`config.mk`:
```
export PLATFORM = sky130hd
export DESIGN_NAME = ttbd_tile_mem
export DESIGN_NICKNAME = d
export VERILOG_FILES = /design/src/design/ttbd_pkg.sv /design/src/design/ttbd_tile_mem.sv
export SDC_FILE = /design/constraint.sdc
export NUM_CORES = 1
export LEC_CHECK = 0
export BUFFER_PORTS_ARGS = -buffer_cell sky130_fd_sc_hd__buf_2
export CORE_MARGIN = 2
export CORE_UTILIZATION = 54
export CTS_CLUSTER_SIZE = 40
export DETAILED_ROUTE_END_ITERATION = 12
export HOLD_SLACK_MARGIN = 0.12
export PLACE_DENSITY_LB_ADDON = 0.05
export SYNTH_ARGS = -nofsm -noshare
export SYNTH_HDL_FRONTEND = slang
export SYNTH_SLANG_ARGS = --single-unit
```
`constraint.sdc`:
```
create_clock -name clock -period 6.3 [get_ports clock]
set_input_delay 1.26 -clock clock [delete_from_list [all_inputs] [get_ports clock]]
set_output_delay 1.26 -clock clock [all_outputs]
set_load 0.01 [all_outputs]
```
`src/design/ttbd_pkg.sv`:
```
// Shared types, format codes and color expansion helpers for the tiled texture decoder.
// Depends on nothing; every other design file but ttbd_if.sv imports it.
`timescale 1ns / 1ps

package ttbd_pkg;

   // Texture format codes.
   localparam logic [3:0] FMT_I4     = 4'd0;
   localparam logic [3:0] FMT_I8     = 4'd1;
   localparam logic [3:0] FMT_IA4    = 4'd2;
   localparam logic [3:0] FMT_IA8    = 4'd3;
   localparam logic [3:0] FMT_RGB565 = 4'd4;
   localparam logic [3:0] FMT_RGB5A3 = 4'd5;
   localparam logic [3:0] FMT_RGBA8  = 4'd6;
   localparam logic [3:0] FMT_C4     = 4'd7;
   localparam logic [3:0] FMT_C8     = 4'd8;
   localparam logic [3:0] FMT_C14X2  = 4'd9;
   localparam logic [3:0] FMT_CMPR   = 4'd10;

   // Palette entry encodings.
   localparam logic [1:0] PAL_IA8    = 2'd0;
   localparam logic [1:0] PAL_RGB565 = 2'd1;

   // Register indexes on the configuration port.
   localparam logic [1:0] REG_TEX_FMT = 2'd0;
   localparam logic [1:0] REG_PAL_FMT = 2'd1;
   localparam logic [1:0] REG_WIDTH   = 2'd2;
   localparam logic [1:0] REG_HEIGHT  = 2'd3;

   // Input operations.
   localparam logic OP_PAL_WRITE = 1'b0;
   localparam logic OP_DATA_WORD = 1'b1;

   localparam int PAL_ENTRIES = 16384;
   localparam int PAL_AW      = $clog2(PAL_ENTRIES);
   localparam int MAX_DIM     = 1024;
   localparam int DIM_W       = 11;
   localparam int TILE_WORDS  = 8;
   localparam int TILE_AW     = 3;

   // Words of one tile and the palette entries they index.
   typedef logic [63:0]        word_type;
   typedef logic [15:0]        pal_entry_type;
   typedef logic [PAL_AW-1:0]  pal_addr_type;
   typedef logic [TILE_AW-1:0] tile_addr_type;

   function automatic logic [7:0] ex3(input logic [2:0] v);
      return {v, v, v[2:1]};
   endfunction

   function automatic logic [7:0] ex4(input logic [3:0] v);
      return {v, v};
   endfunction

   function automatic logic [7:0] ex5(input logic [4:0] v);
      return {v, v[4:2]};
   endfunction

   function automatic logic [7:0] ex6(input logic [5:0] v);
      return {v, v[5:4]};
   endfunction

   function automatic logic [31:0] rgb565(input logic [15:0] v);
      return {ex5(v[15:11]), ex6(v[10:5]), ex5(v[4:0]), 8'hFF};
   endfunction

   function automatic logic [31:0] rgb5a3(input logic [15:0] v);
      logic [31:0] c;
      if (v[15]) begin
         c = {ex5(v[14:10]), ex5(v[9:5]), ex5(v[4:0]), 8'hFF};
      end else begin
         c = {ex4(v[11:8]), ex4(v[7:4]), ex4(v[3:0]), ex3(v[14:12])};
      end
      return c;
   endfunction

   // Decode a palette entry; the two codes without a name, 2 and 3, both decode as RGB5A3.
   function automatic logic [31:0] pal_color(input logic [1:0] pf, input logic [15:0] v);
      logic [31:0] c;
      if (pf == PAL_IA8) begin
         c = {v[7:0], v[7:0], v[7:0], v[15:8]};
      end else if (pf == PAL_RGB565) begin
         c = rgb565(v);
      end else begin
         c = rgb5a3(v);
      end
      return c;
   endfunction

   // Blend three parts of a with five parts of b.
   function automatic logic [7:0] mix38(input logic [7:0] a, input logic [7:0] b);
      logic [10:0] s;
      s = ({3'b0, a} << 1) + {3'b0, a} + ({3'b0, b} << 2) + {3'b0, b};
      return s[10:3];
   endfunction

   function automatic logic [7:0] avg2(input logic [7:0] a, input logic [7:0] b);
      logic [8:0] s;
      s = {1'b0, a} + {1'b0, b};
      return s[8:1];
   endfunction

   function automatic logic [7:0] get_byte(input word_type w, input logic [2:0] k);
      return 8'(w >> {~k, 3'b000});
   endfunction

   function automatic logic [15:0] get_half(input word_type w, input logic [1:0] k);
      return 16'(w >> {~k, 4'b0000});
   endfunction

   // Control carried with a texel from the address stage to the decode stage.
   typedef struct packed {
      logic       valid;
      logic       tile_last;
      logic       image_last;
      logic [9:0] x;
      logic [9:0] y;
      logic [5:0] idx;
   } s1_type;

   // Texel after decode, waiting for its palette entry where one is needed.
   typedef struct packed {
      logic        valid;
      logic        tile_last;
      logic        image_last;
      logic [9:0]  x;
      logic [9:0]  y;
      logic        use_pal;
      logic [31:0] color;
   } s2_type;

endpackage

```
`src/design/ttbd_tile_mem.sv`:
```
// Tile buffer: eight 64-bit words, one write port and two registered read ports.
// Depends on ttbd_pkg.
`timescale 1ns / 1ps

module ttbd_tile_mem
   import ttbd_pkg::*;
(
   input  logic          clock,
   input  logic          wr_en,
   input  tile_addr_type wr_addr,
   input  word_type      wr_data,
   input  logic          rd_en,
   input  tile_addr_type rd_addr_a,
   input  tile_addr_type rd_addr_b,
   output word_type      rd_data_a,
   output word_type      rd_data_b
);

   word_type mem [TILE_WORDS];
   word_type rd_a_ff;
   word_type rd_b_ff;

   // Write port.
   always_ff @(posedge clock) begin
      if (wr_en) begin
         mem[wr_addr] <= wr_data;
      end
   end

   // Read ports; data holds while the pipeline is stalled.
   always_ff @(posedge clock) begin
      if (rd_en) begin
         rd_a_ff <= mem[rd_addr_a];
         rd_b_ff <= mem[rd_addr_b];
      end
   end

   assign rd_data_a = rd_a_ff;
   assign rd_data_b = rd_b_ff;

endmodule

```
==> run summary <==
The share of the cycle needed by the critical path after routing was 0.4852. The startpoint identified for the worst register-to-register timing path is mem[7][18]$_DFFE_PP_. For the reported max-cap violation count, the log shows 0. The worst hold path passes through 2 cells.

The logs give 0 for the number of hold-slack violations in the final timing report and 81 for the row count. The critical setup path kind is in -> reg. The wire-length estimate of the detail-placed layout is 29.54 mm. The path class of the tightest hold or removal check is reg -> reg. For hold timing, the worst endpoint is rd_data_a[38]$_DFFE_PP_. The number of antenna diodes in the final layout is 0. The area of the core region came out at 49050 um2. Counting both buffers and inverters, the worst setup path holds a total of 2.

The slowest stage of the critical path is the sky130_fd_sc_hd__mux4_2 cell. On the worst path, the slowest cell contributes a delay of 0.60 ns. The post-synthesis instance area came out at 26940 um2. The total negative slack is 0 ns. The clock insertion delay at the later pin of the skew report was 0.58 ns.

The run gives 985 as the number of design-rule violations left by the first detailed-router iteration. The run gives 19220 um2 as the area of all sequential standard cells. The share of flip-flops with an asynchronous set or reset after synthesis came out at 0.

The remaining antenna violation count is 0. STA classifies the critical path startpoint as a primary input. Entering global routing, the biggest net connects 87 pins. The cell taking the most area after synthesis is sky130_fd_sc_hd__edfxtp_1. The tools report the starting density of the core as 0.5493.

The logs give 5 for the initial antenna violation count and 0 for the number of setup buffers added after CTS. The synthesized netlist contains 12 unique library cells. The worst setup skew after layout is 0.01612 ns, and the area overhead of the layout relative to synthesis is 14.28%.

The number of buffers added on ports was 203; the number of iterations in the first detailed-routing pass was 5. The number of clock sinks came out at 640. The kind of cell adding the most delay to the critical path is buffers and inverters. The worst register-to-register path has a setup slack of 4.86 ns. The relative slew slack was 0.2436; the filler cell count in the final layout was 3436. The share of the synthesized area in the top cell type was 0.7133; the total congestion overflow was 0. The root buffer cell chosen for the clock tree is sky130_fd_sc_hd__clkbuf_16. By area the synthesized netlist is led by sky130_fd_sc_hd__edfxtp_1 (71%), sky130_fd_sc_hd__mux4_2 (21%), sky130_fd_sc_hd__mux2_2 (5.3%), sky130_fd_sc_hd__buf_6 (0.92%), sky130_fd_sc_hd__buf_1 (0.26%). Endpoint type of the worst setup path: a register. The clock edge transition at the registers on the reported setup and hold paths was 0.06 ns.

Ranked by instance count, the synthesized netlist is headed by sky130_fd_sc_hd__edfxtp_1 (640), sky130_fd_sc_hd__mux4_2 (256), sky130_fd_sc_hd__mux2_2 (128), sky130_fd_sc_hd__buf_6 (22), sky130_fd_sc_hd__buf_1 (19). The count of nets after finishing was 1404. The power density over cell area was 309.4 nW/um2. The run gives 260.4 uV as the worst-case vdd ir drop. The die boundary width came out at 227.4 um. Yosys printed 0 warnings.

Based on the critical path, the design can be clocked at up to 327.2 MHz. For this run, design rule violations remaining after detail routing come to 0. The capture point of the worst reg-to-reg path is rd_data_a[18]$_DFFE_PP_.

The number of H-tree levels was 3. Final count of pins violating max slew: 0. For the worst flop-to-flop path, the logic depth is 2.

Excluding fillers, the count of instances in the completed layout stands at 2043. The count of cells resized by post-cts repair came out at 0. Buffers inserted during clock tree synthesis total 67. Data arrives at the worst endpoint at 3.39 ns. Setup repair after global routing left no endpoint under its margin.

The routability-driven placement congestion ratio is 0.6987. Global-route total usage across every layer: 0.2262. The design draws 9.525 mW.

The average vias per placed instance works out to 6.084. The routed design has 56.71 mm of wire. A synthesized cell averages 24.34 um2. The sequential fraction of the synthesis area was 0.7133.

Number of flops mapped to enable cells by yosys: 640. The startpoint identified for the worst hold timing path is mem[4][38]$_DFFE_PP_. Summing all multi-input logic gate instances after layout gives 7327 um2.

After synthesis the netlist holds a flip-flop and latch count of 640. The clock passes through at most 3 buffers. Along the worst path, the maximum fanout reaches 70. The first global-routing pass estimated 83.46 mm of wire. The analysis attributes to cell leakage a power of 10.05 nW.

The post-synthesis instance total was 1107. At the pin with the least slew margin, the transition time is 1.132 ns. The most common flop cell mapped by yosys is sky130_fd_sc_hd__edfxtp_1.

After clock tree synthesis, the flow added hold-fix buffers numbering 0. Setup-violating endpoint count in the final report: 0. TritonCTS built the clock tree.

Number of global-route vias before repair: 13390. The run finished with clean final reports. Hold is met by 0.7759 ns.

Most numerous cell in the Yosys netlist: sky130_fd_sc_hd__edfxtp_1. The time the final worst path needs with I/O delays and setup works out to 3.057 ns. After detailed routing, the average wire length per cell comes to 27.76 um.

The number of placed instances, taps included, is 1923. The routed layout has 12430 vias. The ratio of cells with drive above 1 in the final layout was 0.5120. Walking the worst path, the cells encountered are clkbuf_8 -> buf_12 -> mux4_2 -> mux2_2. The die is 227.4 um tall.

The run gives 6.63 ns as the data required time of the worst path. The die covers 51690 um2. The run gives 1183 as the synthesized netlist net count.

204 I/O pins were placed.
[sequential cells by signal, summed over array words and instances (netlist names)]
name / count
mem: 512
rd_data_a: 64
rd_data_b: 64
[worst register-to-register path, cell delays in order, from the launching register on]
cell and delay [ns]:
sky130_fd_sc_hd__edfxtp_1 0.40, sky130_fd_sc_hd__mux4_2 0.47, sky130_fd_sc_hd__mux2_2 0.31
[final cells by class]
class / instances / area share
Sequential cell: 640 / 0.6242
Multi-Input combinational cell: 397 / 0.2380
Clock buffer: 89 / 0.05990
Timing Repair Buffer: 222 / 0.04117
Tap cell: 664 / 0.02698
Clock inverter: 31 / 0.009753
[through the flow]
step	instance area [um2]	utilization	setup slack, ns
after global routing	30790	0.6277	3.068
after global placement	28640	0.5839	2.560
after floorplan	26950	-	0.01010
after CTS	30790	0.6277	3.172
after detailed placement	28640	0.5839	2.558
final	30790	0.6277	3.243
[cells by family (layout without fill, tap and decap cells)]
group / after synthesis / count (layout) / synth area share
buffers and inverters: 70 / 342 / 0.01700
DFF: 640 / 640 / 0.7133
muxes: 384 / 384 / 0.2675
and+or+nand+nor: 13 / 13 / 0.002183
[worst max path at each step]
stage	end	start	depth (start not counted)	slack, ns
2_1_floorplan	mem[4][0]$_DFFE_PP_	wr_addr[0]	1	0.01
3_3_place_gp	rd_data_a[60]$_DFFE_PP_	rd_addr_a[0]	4	2.56
3_5_place_dp	rd_data_b[52]$_DFFE_PP_	rd_addr_b[0]	4	2.56
4_1_cts	rd_data_b[52]$_DFFE_PP_	rd_addr_b[0]	4	3.17
5_1_grt	rd_data_a[49]$_DFFE_PP_	rd_addr_a[0]	4	3.07
6_report	rd_data_a[45]$_DFFE_PP_	rd_addr_a[0]	4	3.24
[placed cells by master, fill, tap and decap left out]
cell,synthesis,layout
sky130_fd_sc_hd__mux4_2,256,256
sky130_fd_sc_hd__clkinv_4,0,1
sky130_fd_sc_hd__bufinv_16,0,6
sky130_fd_sc_hd__clkbuf_8,0,2
sky130_fd_sc_hd__clkinv_1,0,10
sky130_fd_sc_hd__edfxtp_1,640,640
sky130_fd_sc_hd__nand2_1,2,2
sky130_fd_sc_hd__buf_12,0,6
sky130_fd_sc_hd__clkinv_2,0,13
sky130_fd_sc_hd__nor3_4,0,1
sky130_fd_sc_hd__nor3_2,0,1
sky130_fd_sc_hd__clkbuf_1,17,18
sky130_fd_sc_hd__nor2_4,0,6
sky130_fd_sc_hd__clkbuf_16,0,71
sky130_fd_sc_hd__inv_6,0,1
sky130_fd_sc_hd__buf_2,6,196
sky130_fd_sc_hd__buf_4,6,17
sky130_fd_sc_hd__nand2b_1,3,3
sky130_fd_sc_hd__mux2_2,128,128
sky130_fd_sc_hd__buf_6,22,1
[layer usage]
metal  GRT usage  share of wire
met1      0.2937           0.40
met2      0.3952           0.53
met4     0.05102          0.017
met5           0         0.0011
met3     0.04917          0.054
[power breakdown]
group	switching [mW]	internal, mW	total (mW)	leakage [nW]
registers	0.0667	4.90	4.96	5.90
logic	0.360	0.350	0.709	3.09
clock network	1.55	2.30	3.85	1.06
(Power assumes the default switching activity.)
